$ cat src/hdl/mprf_pkg.sv
`default_nettype none
// ---------------------------------------------------------------------------
// mprf_pkg
// Shared types and codes for the mesh packet relay filter.
// ---------------------------------------------------------------------------
package mprf_pkg;

  // Verdict codes carried on every result word
  localparam logic [2:0] VERD_PENDING   = 3'd0;
  localparam logic [2:0] VERD_RELAY     = 3'd1;
  localparam logic [2:0] VERD_HOP_LIMIT = 3'd2;
  localparam logic [2:0] VERD_SEEN      = 3'd3;
  localparam logic [2:0] VERD_MALFORMED = 3'd4;

  // Configuration port geometry: 64-bit registers at 8-byte spacing
  localparam int CFG_AW = 4;
  localparam int CFG_DW = 64;

  // Register select, taken from paddr[3]
  localparam logic REG_OWN_ID    = 1'b0;
  localparam logic REG_HOP_LIMIT = 1'b1;

  localparam logic [63:0] OWN_ID_RESET    = 64'd0;
  localparam logic [4:0]  HOP_LIMIT_RESET = 5'd6;

  // One result word
  typedef struct packed {
    logic [7:0] out_byte;
    logic       is_appended;
    logic       end_of_run;
    logic [2:0] verdict;
    logic [7:0] topic_seen;
  } mprf_res_t;

endpackage : mprf_pkg
`default_nettype wire

$ cat src/hdl/mprf_if.sv
`default_nettype none
// ---------------------------------------------------------------------------
// mprf_if
// Valid/ready channels for packet bytes in and result words out.
// ---------------------------------------------------------------------------
interface mprf_in_if;
  logic       valid;
  logic       ready;
  logic [7:0] data_byte;
  logic       last_byte;

  modport source (output valid, output data_byte, output last_byte, input ready);
  modport sink   (input valid, input data_byte, input last_byte, output ready);
endinterface : mprf_in_if

interface mprf_out_if;
  logic       valid;
  logic       ready;
  logic [7:0] out_byte;
  logic       is_appended;
  logic       end_of_run;
  logic [2:0] verdict;
  logic [7:0] topic_seen;

  modport source (output valid, output out_byte, output is_appended, output end_of_run,
                  output verdict, output topic_seen, input ready);
  modport sink   (input valid, input out_byte, input is_appended, input end_of_run,
                  input verdict, input topic_seen, output ready);
endinterface : mprf_out_if
`default_nettype wire

$ cat src/hdl/mprf_cfg.sv
`default_nettype none
// ---------------------------------------------------------------------------
// mprf_cfg
// APB register file: own id and hop limit.
// ---------------------------------------------------------------------------
module mprf_cfg (
  input  wire logic                       clk,
  input  wire logic                       rst_n,
  input  wire logic                       psel,
  input  wire logic                       penable,
  input  wire logic                       pwrite,
  input  wire logic [mprf_pkg::CFG_AW-1:0] paddr,
  input  wire logic [mprf_pkg::CFG_DW-1:0] pwdata,
  output logic      [mprf_pkg::CFG_DW-1:0] prdata,
  output logic                            pready,
  output logic      [63:0]                own_id,
  output logic      [4:0]                 hop_limit
);
  import mprf_pkg::*;

  logic [63:0] own_id_r;
  logic [4:0]  hop_limit_r;
  logic        wr_en;
  logic        reg_sel;

  assign pready  = 1'b1;
  assign wr_en   = psel & penable & pwrite;
  assign reg_sel = paddr[3];

  always_ff @(posedge clk) begin
    if (!rst_n) begin
      own_id_r    <= OWN_ID_RESET;
      hop_limit_r <= HOP_LIMIT_RESET;
    end else if (wr_en) begin
      unique case (reg_sel)
        REG_OWN_ID:    own_id_r    <= pwdata;
        REG_HOP_LIMIT: hop_limit_r <= pwdata[4:0];
        default:       ;
      endcase
    end
  end

  always_comb begin
    unique case (reg_sel)
      REG_OWN_ID:    prdata = own_id_r;
      REG_HOP_LIMIT: prdata = {59'd0, hop_limit_r};
      default:       prdata = '0;
    endcase
  end

  assign own_id    = own_id_r;
  assign hop_limit = hop_limit_r;

endmodule : mprf_cfg
`default_nettype wire

$ cat src/hdl/mprf_parse.sv
`default_nettype none
// ---------------------------------------------------------------------------
// mprf_parse
// Per-byte header capture, path entry compare, hop count and verdict.
// ---------------------------------------------------------------------------
module mprf_parse #(
  parameter int ID_BYTES         = 8,
  parameter int MSG_ID_BYTES     = 4,
  parameter int MAX_PACKET_BYTES = 255
) (
  input  wire logic              clk,
  input  wire logic              rst_n,
  input  wire logic              in_fire,
  input  wire logic [7:0]        data_byte,
  input  wire logic              last_byte,
  input  wire logic [63:0]       own_id,
  input  wire logic [4:0]        hop_limit,
  output mprf_pkg::mprf_res_t    echo
);
  import mprf_pkg::*;

  localparam int         IDX_W      = (ID_BYTES > 1) ? $clog2(ID_BYTES) : 1;
  localparam logic [7:0] POS_TOPIC  = 8'(ID_BYTES + MSG_ID_BYTES);
  localparam logic [7:0] POS_OFFSET = 8'(ID_BYTES + MSG_ID_BYTES + 1);
  localparam logic [7:0] POS_DATA   = 8'(ID_BYTES + MSG_ID_BYTES + 4);
  localparam logic [IDX_W-1:0] LAST_IDX = IDX_W'(ID_BYTES - 1);
  localparam logic [8:0] MAX_LEN    = 9'(MAX_PACKET_BYTES);

  logic [7:0]       pos_r,    pos_nxt;
  logic [7:0]       off_r,    off_nxt;
  logic [7:0]       topic_r,  topic_nxt;
  logic [5:0]       hop_r,    hop_nxt;
  logic [IDX_W-1:0] idx_r,    idx_nxt;
  logic             match_r,  match_nxt;
  logic             seen_r,   seen_nxt;

  logic [7:0] own_bytes [ID_BYTES];
  logic       in_path;
  logic       match_cur;
  logic [8:0] pkt_len;
  logic       malformed;
  logic [2:0] verdict;

  always_comb begin
    for (int k = 0; k < ID_BYTES; k++) begin
      own_bytes[k] = own_id[8*(ID_BYTES-1-k) +: 8];
    end
  end

  always_comb begin
    topic_nxt = (pos_r == POS_TOPIC)  ? data_byte : topic_r;
    off_nxt   = (pos_r == POS_OFFSET) ? data_byte : off_r;
    in_path   = (pos_r > POS_OFFSET) && (pos_r >= off_r);
    match_cur = match_r & (data_byte == own_bytes[idx_r]);

    hop_nxt   = hop_r;
    idx_nxt   = idx_r;
    match_nxt = match_r;
    seen_nxt  = seen_r;
    if (in_path) begin
      if (idx_r == LAST_IDX) begin
        seen_nxt  = seen_r | match_cur;
        hop_nxt   = (hop_r == 6'h3F) ? hop_r : hop_r + 6'd1;
        idx_nxt   = '0;
        match_nxt = 1'b1;
      end else begin
        idx_nxt   = idx_r + IDX_W'(1);
        match_nxt = match_cur;
      end
    end
    pos_nxt = (pos_r == 8'hFF) ? pos_r : pos_r + 8'd1;

    // Path length modulo entry size is the entry index left after the
    // last path byte, valid whenever the offset itself is in range.
    pkt_len   = {1'b0, pos_r} + 9'd1;
    malformed = (pos_r == 8'hFF) || (pkt_len > MAX_LEN) || (off_nxt < POS_DATA) ||
                ({1'b0, off_nxt} > pkt_len) || (idx_nxt != '0);

    priority if (malformed)                      verdict = VERD_MALFORMED;
    else if (hop_nxt >= {1'b0, hop_limit})       verdict = VERD_HOP_LIMIT;
    else if (seen_nxt)                           verdict = VERD_SEEN;
    else                                         verdict = VERD_RELAY;

    echo.out_byte    = data_byte;
    echo.is_appended = 1'b0;
    echo.topic_seen  = topic_nxt;
    echo.verdict     = last_byte ? verdict : VERD_PENDING;
    echo.end_of_run  = last_byte && (verdict != VERD_RELAY);
  end

  always_ff @(posedge clk) begin
    if (!rst_n) begin
      pos_r   <= '0;
      off_r   <= '0;
      topic_r <= '0;
      hop_r   <= '0;
      idx_r   <= '0;
      match_r <= 1'b1;
      seen_r  <= 1'b0;
    end else if (in_fire) begin
      if (last_byte) begin
        pos_r   <= '0;
        off_r   <= '0;
        topic_r <= '0;
        hop_r   <= '0;
        idx_r   <= '0;
        match_r <= 1'b1;
        seen_r  <= 1'b0;
      end else begin
        pos_r   <= pos_nxt;
        off_r   <= off_nxt;
        topic_r <= topic_nxt;
        hop_r   <= hop_nxt;
        idx_r   <= idx_nxt;
        match_r <= match_nxt;
        seen_r  <= seen_nxt;
      end
    end
  end

endmodule : mprf_parse
`default_nettype wire

$ cat src/hdl/mprf_out.sv
`default_nettype none
// ---------------------------------------------------------------------------
// mprf_out
// Result register and own-id append sequencer.
// ---------------------------------------------------------------------------
module mprf_out #(
  parameter int ID_BYTES = 8
) (
  input  wire logic                 clk,
  input  wire logic                 rst_n,
  input  wire logic                 in_fire,
  input  wire mprf_pkg::mprf_res_t  echo,
  input  wire logic [63:0]          own_id,
  input  wire logic                 out_ready,
  output logic                      in_ready,
  output logic                      out_valid,
  output mprf_pkg::mprf_res_t       out_word
);
  import mprf_pkg::*;

  localparam int IDX_W = (ID_BYTES > 1) ? $clog2(ID_BYTES) : 1;
  localparam logic [IDX_W-1:0] LAST_IDX = IDX_W'(ID_BYTES - 1);

  mprf_res_t        out_r;
  logic             out_valid_r;
  logic             app_act_r;
  logic [IDX_W-1:0] app_idx_r;
  logic             load_free;
  logic [7:0]       own_bytes [ID_BYTES];
  mprf_res_t        app_word;

  always_comb begin
    for (int k = 0; k < ID_BYTES; k++) begin
      own_bytes[k] = own_id[8*(ID_BYTES-1-k) +: 8];
    end
  end

  assign load_free = !out_valid_r || out_ready;
  assign in_ready  = load_free && !app_act_r;

  always_comb begin
    app_word.out_byte    = own_bytes[app_idx_r];
    app_word.is_appended = 1'b1;
    app_word.end_of_run  = (app_idx_r == LAST_IDX);
    app_word.verdict     = VERD_RELAY;
    app_word.topic_seen  = out_r.topic_seen;
  end

  // Hold the echo, then on a relay verdict walk the own id one word per free slot.
  always_ff @(posedge clk) begin
    if (!rst_n) begin
      out_valid_r <= 1'b0;
      app_act_r   <= 1'b0;
      app_idx_r   <= '0;
    end else if (in_fire) begin
      out_r       <= echo;
      out_valid_r <= 1'b1;
      app_act_r   <= (echo.verdict == VERD_RELAY);
      app_idx_r   <= '0;
    end else if (app_act_r && load_free) begin
      out_r       <= app_word;
      out_valid_r <= 1'b1;
      if (app_idx_r == LAST_IDX) begin
        app_act_r <= 1'b0;
      end else begin
        app_idx_r <= app_idx_r + IDX_W'(1);
      end
    end else if (out_valid_r && out_ready) begin
      out_valid_r <= 1'b0;
    end
  end

  assign out_valid = out_valid_r;
  assign out_word  = out_r;

endmodule : mprf_out
`default_nettype wire

$ cat src/hdl/mesh_packet_relay_filter_core.sv
`default_nettype none
// ---------------------------------------------------------------------------
// mesh_packet_relay_filter_core
// Echoes a mesh packet byte by byte, checks its path and appends own id.
// ---------------------------------------------------------------------------
//  Port group  | Role   | Word
//  ------------+--------+-------------------------------------------------
//  in_ch       | sink   | data_byte[7:0], last_byte
//  out_ch      | source | out_byte[7:0], is_appended, end_of_run,
//              |        | verdict[2:0], topic_seen[7:0]
//  APB         | slave  | own_id at 0x0 (64 bit), hop_limit at 0x8 (5 bit)
//
//  One packet byte is accepted per cycle while in_ch.ready is high; its echo
//  word sits in the result register on the next cycle.
//  On a relayed last byte the output register emits ID_BYTES appended words,
//  and in_ch.ready stays low until the last of them has been loaded.
//  Output back-pressure stalls input only when the result register is full
//  and not being drained.
//  Reset is synchronous, active low; parse state and the output register
//  empty, and the registers return to own_id 0 and hop_limit 6.
// ---------------------------------------------------------------------------
module mesh_packet_relay_filter_core #(
  parameter int ID_BYTES         = 8,
  parameter int MSG_ID_BYTES     = 4,
  parameter int MAX_PACKET_BYTES = 255
) (
  input  wire logic                        clk,
  input  wire logic                        rst_n,
  mprf_in_if.sink                          in_ch,
  mprf_out_if.source                       out_ch,
  input  wire logic                        psel,
  input  wire logic                        penable,
  input  wire logic                        pwrite,
  input  wire logic [mprf_pkg::CFG_AW-1:0] paddr,
  input  wire logic [mprf_pkg::CFG_DW-1:0] pwdata,
  output logic      [mprf_pkg::CFG_DW-1:0] prdata,
  output logic                             pready
);
  import mprf_pkg::*;

  logic [63:0] own_id;
  logic [4:0]  hop_limit;
  logic        in_ready;
  logic        in_fire;
  logic        out_valid;
  mprf_res_t   echo;
  mprf_res_t   out_word;

  // Advance parse state only on an accepted word
  assign in_fire = in_ch.valid && in_ready;

  mprf_cfg u_cfg (
    .clk       (clk),
    .rst_n     (rst_n),
    .psel      (psel),
    .penable   (penable),
    .pwrite    (pwrite),
    .paddr     (paddr),
    .pwdata    (pwdata),
    .prdata    (prdata),
    .pready    (pready),
    .own_id    (own_id),
    .hop_limit (hop_limit)
  );

  // Header capture, entry compare and verdict for the current byte
  mprf_parse #(
    .ID_BYTES         (ID_BYTES),
    .MSG_ID_BYTES     (MSG_ID_BYTES),
    .MAX_PACKET_BYTES (MAX_PACKET_BYTES)
  ) u_parse (
    .clk       (clk),
    .rst_n     (rst_n),
    .in_fire   (in_fire),
    .data_byte (in_ch.data_byte),
    .last_byte (in_ch.last_byte),
    .own_id    (own_id),
    .hop_limit (hop_limit),
    .echo      (echo)
  );

  // Result register plus own-id append
  mprf_out #(
    .ID_BYTES (ID_BYTES)
  ) u_out (
    .clk       (clk),
    .rst_n     (rst_n),
    .in_fire   (in_fire),
    .echo      (echo),
    .own_id    (own_id),
    .out_ready (out_ch.ready),
    .in_ready  (in_ready),
    .out_valid (out_valid),
    .out_word  (out_word)
  );

  assign in_ch.ready        = in_ready;
  assign out_ch.valid       = out_valid;
  assign out_ch.out_byte    = out_word.out_byte;
  assign out_ch.is_appended = out_word.is_appended;
  assign out_ch.end_of_run  = out_word.end_of_run;
  assign out_ch.verdict     = out_word.verdict;
  assign out_ch.topic_seen  = out_word.topic_seen;

endmodule : mesh_packet_relay_filter_core
`default_nettype wire

$ cat src/flat_wrapper.sv
// flat-port wrapper written by rule: the top's interface ports become plain ports
module mesh_packet_relay_filter_core_flat import mprf_pkg::*;
#(
  parameter int ID_BYTES         = 8,
  parameter int MSG_ID_BYTES     = 4,
  parameter int MAX_PACKET_BYTES = 255
)
  (clk, rst_n, psel, penable, pwrite, paddr, pwdata, prdata, pready, in_ch_valid, in_ch_data_byte, in_ch_last_byte, in_ch_ready, out_ch_valid, out_ch_out_byte, out_ch_is_appended, out_ch_end_of_run, out_ch_verdict, out_ch_topic_seen, out_ch_ready);
  mprf_in_if in_ch_i ();
  mprf_out_if out_ch_i ();
  input  wire logic clk;
  input  wire logic rst_n;
  input  wire logic psel;
  input  wire logic penable;
  input  wire logic pwrite;
  input  wire logic [mprf_pkg::CFG_AW-1:0] paddr;
  input  wire logic [mprf_pkg::CFG_DW-1:0] pwdata;
  output logic      [mprf_pkg::CFG_DW-1:0] prdata;
  output logic pready;
  input wire logic [$bits(in_ch_i.valid)-1:0] in_ch_valid;
  input wire logic [$bits(in_ch_i.data_byte)-1:0] in_ch_data_byte;
  input wire logic [$bits(in_ch_i.last_byte)-1:0] in_ch_last_byte;
  output wire logic [$bits(in_ch_i.ready)-1:0] in_ch_ready;
  output wire logic [$bits(out_ch_i.valid)-1:0] out_ch_valid;
  output wire logic [$bits(out_ch_i.out_byte)-1:0] out_ch_out_byte;
  output wire logic [$bits(out_ch_i.is_appended)-1:0] out_ch_is_appended;
  output wire logic [$bits(out_ch_i.end_of_run)-1:0] out_ch_end_of_run;
  output wire logic [$bits(out_ch_i.verdict)-1:0] out_ch_verdict;
  output wire logic [$bits(out_ch_i.topic_seen)-1:0] out_ch_topic_seen;
  input wire logic [$bits(out_ch_i.ready)-1:0] out_ch_ready;
  assign in_ch_i.valid = in_ch_valid;
  assign in_ch_i.data_byte = in_ch_data_byte;
  assign in_ch_i.last_byte = in_ch_last_byte;
  assign in_ch_ready = in_ch_i.ready;
  assign out_ch_valid = out_ch_i.valid;
  assign out_ch_out_byte = out_ch_i.out_byte;
  assign out_ch_is_appended = out_ch_i.is_appended;
  assign out_ch_end_of_run = out_ch_i.end_of_run;
  assign out_ch_verdict = out_ch_i.verdict;
  assign out_ch_topic_seen = out_ch_i.topic_seen;
  assign out_ch_i.ready = out_ch_ready;
  mesh_packet_relay_filter_core #(.ID_BYTES(ID_BYTES), .MSG_ID_BYTES(MSG_ID_BYTES), .MAX_PACKET_BYTES(MAX_PACKET_BYTES)) u_core (.clk(clk), .rst_n(rst_n), .in_ch(in_ch_i), .out_ch(out_ch_i), .psel(psel), .penable(penable), .pwrite(pwrite), .paddr(paddr), .pwdata(pwdata), .prdata(prdata), .pready(pready));
endmodule
$ cat config.mk
export PLATFORM = sky130hd
export DESIGN_NAME = mesh_packet_relay_filter_core_flat
export DESIGN_NICKNAME = d
export VERILOG_FILES = /design/src/hdl/mprf_pkg.sv /design/src/hdl/mprf_if.sv /design/src/hdl/mprf_cfg.sv /design/src/hdl/mprf_parse.sv /design/src/hdl/mprf_out.sv /design/src/hdl/mesh_packet_relay_filter_core.sv /design/src/flat_wrapper.sv
export SDC_FILE = /design/constraint.sdc
export NUM_CORES = 1
export LEC_CHECK = 0
export BUFFER_PORTS_ARGS = -buffer_cell sky130_fd_sc_hd__buf_2
export CORE_ASPECT_RATIO = 0.7
export CORE_UTILIZATION = 45
export DETAILED_ROUTE_END_ITERATION = 16
export PLACE_DENSITY_LB_ADDON = 0.2
export SYNTH_ARGS = -nofsm -noshare
export SYNTH_HDL_FRONTEND = slang
export SYNTH_HIERARCHICAL = 1
export SYNTH_SLANG_ARGS = --single-unit
export TNS_END_PERCENT = 1
$ cat constraint.sdc
create_clock -name clk -period 4.2 [get_ports clk]
set_input_delay 0.21 -clock clk [delete_from_list [all_inputs] [get_ports clk]]
set_output_delay 0.21 -clock clk [all_outputs]
set_load 0.02 [all_outputs]
==> flow_summary.yaml <==
run_status:
  outcome: "finished, final reports clean"
yosys:
  synth.top_cells.by_count: "nand2_1, dfxtp_1, mux2i_1, nor2b_1, nor2_1"
  yosys_warnings: 6
  synth_area_leaders: "dfxtp_1, mux2i_1, nand2_1"
  yosysSeqAreaShare_pct: 34.4
  synth_top_flop_cell: "dfxtp_1"
  synth_edf_count: 21
  syn_inst: 917
  ys_types: 65
  yosysMostFrequentCell: "nand2_1"
  syn_nets: 1032
  synth_top_cell_area_share_pct: 26.7
  netlist_area_um2: 8180
  syn_avg_cell_area_um2: 8.92
  netlist.top_cell.by_area: "dfxtp_1"
  ys_ff_latch: 130
  async_flop_share_pct: 0
timing:
  setup_tns_ns: 0
  worst_pin_slew_ns: 1.19
  grt_setup_unrepaired: "false"
  finalMaxSlewViolations: 0
  fin_crit_sh_pct: 91.8
  slew_headroom_pct: 20.6
  skew_ns: 0.00975
  layout_setup_ws_ns: 0.344
  hold_viol: 0
  setup_viol: 0
  layout_min_cycle_time_ns: 3.86
  fmax_ghz: 0.259
worst_setup_path:
  crit_fanout: 6
  cp_cell_sequence: "inv_1 > ha_1 > nand2b_1 > a2111oi_2 > o31ai_2 > nand3_1 > nor2_2 > mux2_2 > ha_1 > a211o_1 > o2111ai_1 > nand2_1 > nor3_1 > a31oi_1 > mux2_2"
  cp.required_ns: 4.37
  regToRegSetupSlack_ns: 0.34
  critPathKind: "reg -> reg"
  end_kind: "register"
  regToRegStartpoint: "u_core/u_parse/pos_r[0]$_SDFFE_PN0P_"
  cp-startpoint: "u_core/u_parse/pos_r[0]$_SDFFE_PN0P_"
  startpoint_type: "register"
  crit_arrival_ns: 4.03
  max_stage_delay_ns: 0.44
  crit_path_top_delay_cell: "dfxtp_1"
route:
  routedLengthMet1_mm: 11.4
  wl_per_cell_um: 17.3
  dr_wl_met3_mm: 2.25
  vias: 7018
  route.detailed.drc: 0
  wl_mm: 22.3
  top_layer: "met4"
  routed_via_density: 5.43
  drtPass1Iterations: 5
  ant_nets: 0
  wl_met2_mm: 8.46
  first_iter_violations: 656
grt:
  grt_overflow: 0
  grt_start_max_net_pins: 84
  antenna_found_initial: 1
  grt_pass1_vias: 6170
  grt_first_pass_wirelength_mm: 34.2
  track_usage_pct: 24.0
cts:
  cts_buffer_depth: 2
  cts_hold_buffers: 0
  cts_sinks: 130
  numCtsBuffers: 17
  cts.htree.levels: 4
  post-cts-setup-buffers: 0
  cts_tree: "done"
  insertion_delay_ns: 0.43
  cts-root-buf: "clkbuf_16"
  clk_pin_slew_worst_paths_ns: 0.06
floorplan:
  start_util_pct: 46.9
  dieArea_um2: 18700
  core_area_um2: 17500
  dieWidth_um: 163
  rows: 40
  fp.dieH_um: 115
  boundaryPins: 172
finish:
  finalNonFillerCells: 1293
  drive_above_1_share_pct: 25.7
  final_nets: 1163
  area_growth_pct: 17.4
place:
  dpl_worst_slack_ns: 0.101
  hpwlAfterDp_mm: 16.3
  routabilityCongestion: 0.911
  placedCellCount: 1260
  port_buffers: 167
hold_path:
  hold_class: "in -> reg"
  hold_start: "pwdata[30]"
pwr:
  total_power_mw: 3.02
  power_leakage_nw: 3.95
  irDropWorstVdd_mv: 0.216
  p_per_area_nw_per_um2: 315
flow_run:
  drv_cap: 0
## area by class of cell
cell class                 count  area (um^2)
antenna                        1         2.50
clock buffer                  18          439
clock inverter                14          131
fill                        1624         7860
inverter                      24         90.1
multi-input combinational    692         4870
sequential                   130         2810
tap                          231          289
timing repair buffer         183          971
## final timing paths
kind	end	cells past startpoint
min reg2reg	u_core/u_parse/seen_r$_SDFFE_PN0P_	2
max reg2reg	u_core/u_out/out_word[11]$_DFFE_PP_	15
max	u_core/u_out/out_word[11]$_DFFE_PP_	15
min	u_core/u_cfg/own_id[30]$_SDFFE_PN0P_	3
## registers in the layout, indices dropped and copies added (netlist names)
name,count
u_core/u_out/app_idx_r,3
u_core/u_parse/off_r,8
u_core/u_parse/idx_r,3
u_core/u_out/out_valid,1
u_core/u_out/out_word,21
u_core/u_out/app_act_r,1
u_core/u_parse/topic_r,8
u_core/u_parse/hop_r,6
u_core/u_cfg/hop_limit,5
u_core/u_parse/match_r,1
u_core/u_parse/seen_r,1
u_core/u_cfg/own_id,64
u_core/u_parse/pos_r,8
## routing by layer
layer / vias to the layer above / track usage (%)
li1: 3480 / -
met1: 3246 / 37.0
met2: 277 / 30.6
met3: 15 / 7.76
met4: 0 / 6.92
met5: - / 0
## logic make-up after synthesis
family                     after synthesis  share of synthesized area (%)
and+or+nand+nor                        380                           22.4
muxes                                  144                           19.8
DFF                                    130                           34.4
AOI/OAI and AO/OA                      121                           10.5
buffers and inverters                   95                           6.50
adders and majority gates               31                           4.74
xor gates and xnor gates                14                           1.59
other                                    2                         0.0918
## placed cells by master, fill, tap and decap left out, drive strengths merged, types with 5 or more instances in the layout
cell type / instances
clkbuf: 18
mux2i: 99
nand4: 10
mux2: 35
xnor2: 8
a22o: 8
a22oi: 8
nor4: 7
and3: 7
a211oi: 5
nor3: 8
o21a: 8
a21oi: 16
edfxtp: 21
inv: 28
buf: 183
clkinv: 8
nand2: 174
nor2b: 80
a31oi: 17
o21ai: 16
o22ai: 8
o31ai: 14
dfxtp: 109
nor2: 45
mux4: 10
nand3: 11
xor2: 6
and2: 15
ha: 31
nand2b: 11
## stage by stage
| step | hold slack [ns] | instance area (um^2) | utilization, % |
|---|---|---|---|
| final | 0.0227 | 9610 | 55.0 |
| after global routing | 0.0204 | 9600 | 55.0 |
| after CTS | 0.00613 | 9580 | 54.8 |
| after detailed placement | 0.456 | 9010 | 51.6 |
| after global placement | 0.447 | 9010 | 51.6 |
| after floorplan | 0.286 | 8180 | - |
## critical path, delay by kind of cell, from the launching register on
family	cells	cell delay, ns
AND/OR/NAND/NOR	5	1.03
AO/OA/AOI/OAI	5	0.90
multiplexers	2	0.67
adder cells (fa/ha/maj)	2	0.47
flip-flops	1	0.44
buffers and inverters	1	0.10
## report_power, final
group	switching, mW	internal (mW)	total (mW)
sequential	0.0232	1.29	1.31
clock	0.598	0.837	1.44
combinational	0.170	0.102	0.272
## repair_timing
action	CTS	global route
endpoints found under the hold margin	0	0
endpoints found under the setup margin	0	4
resized for setup	0	7
Note: power is estimated with default switching activity, not from simulation.
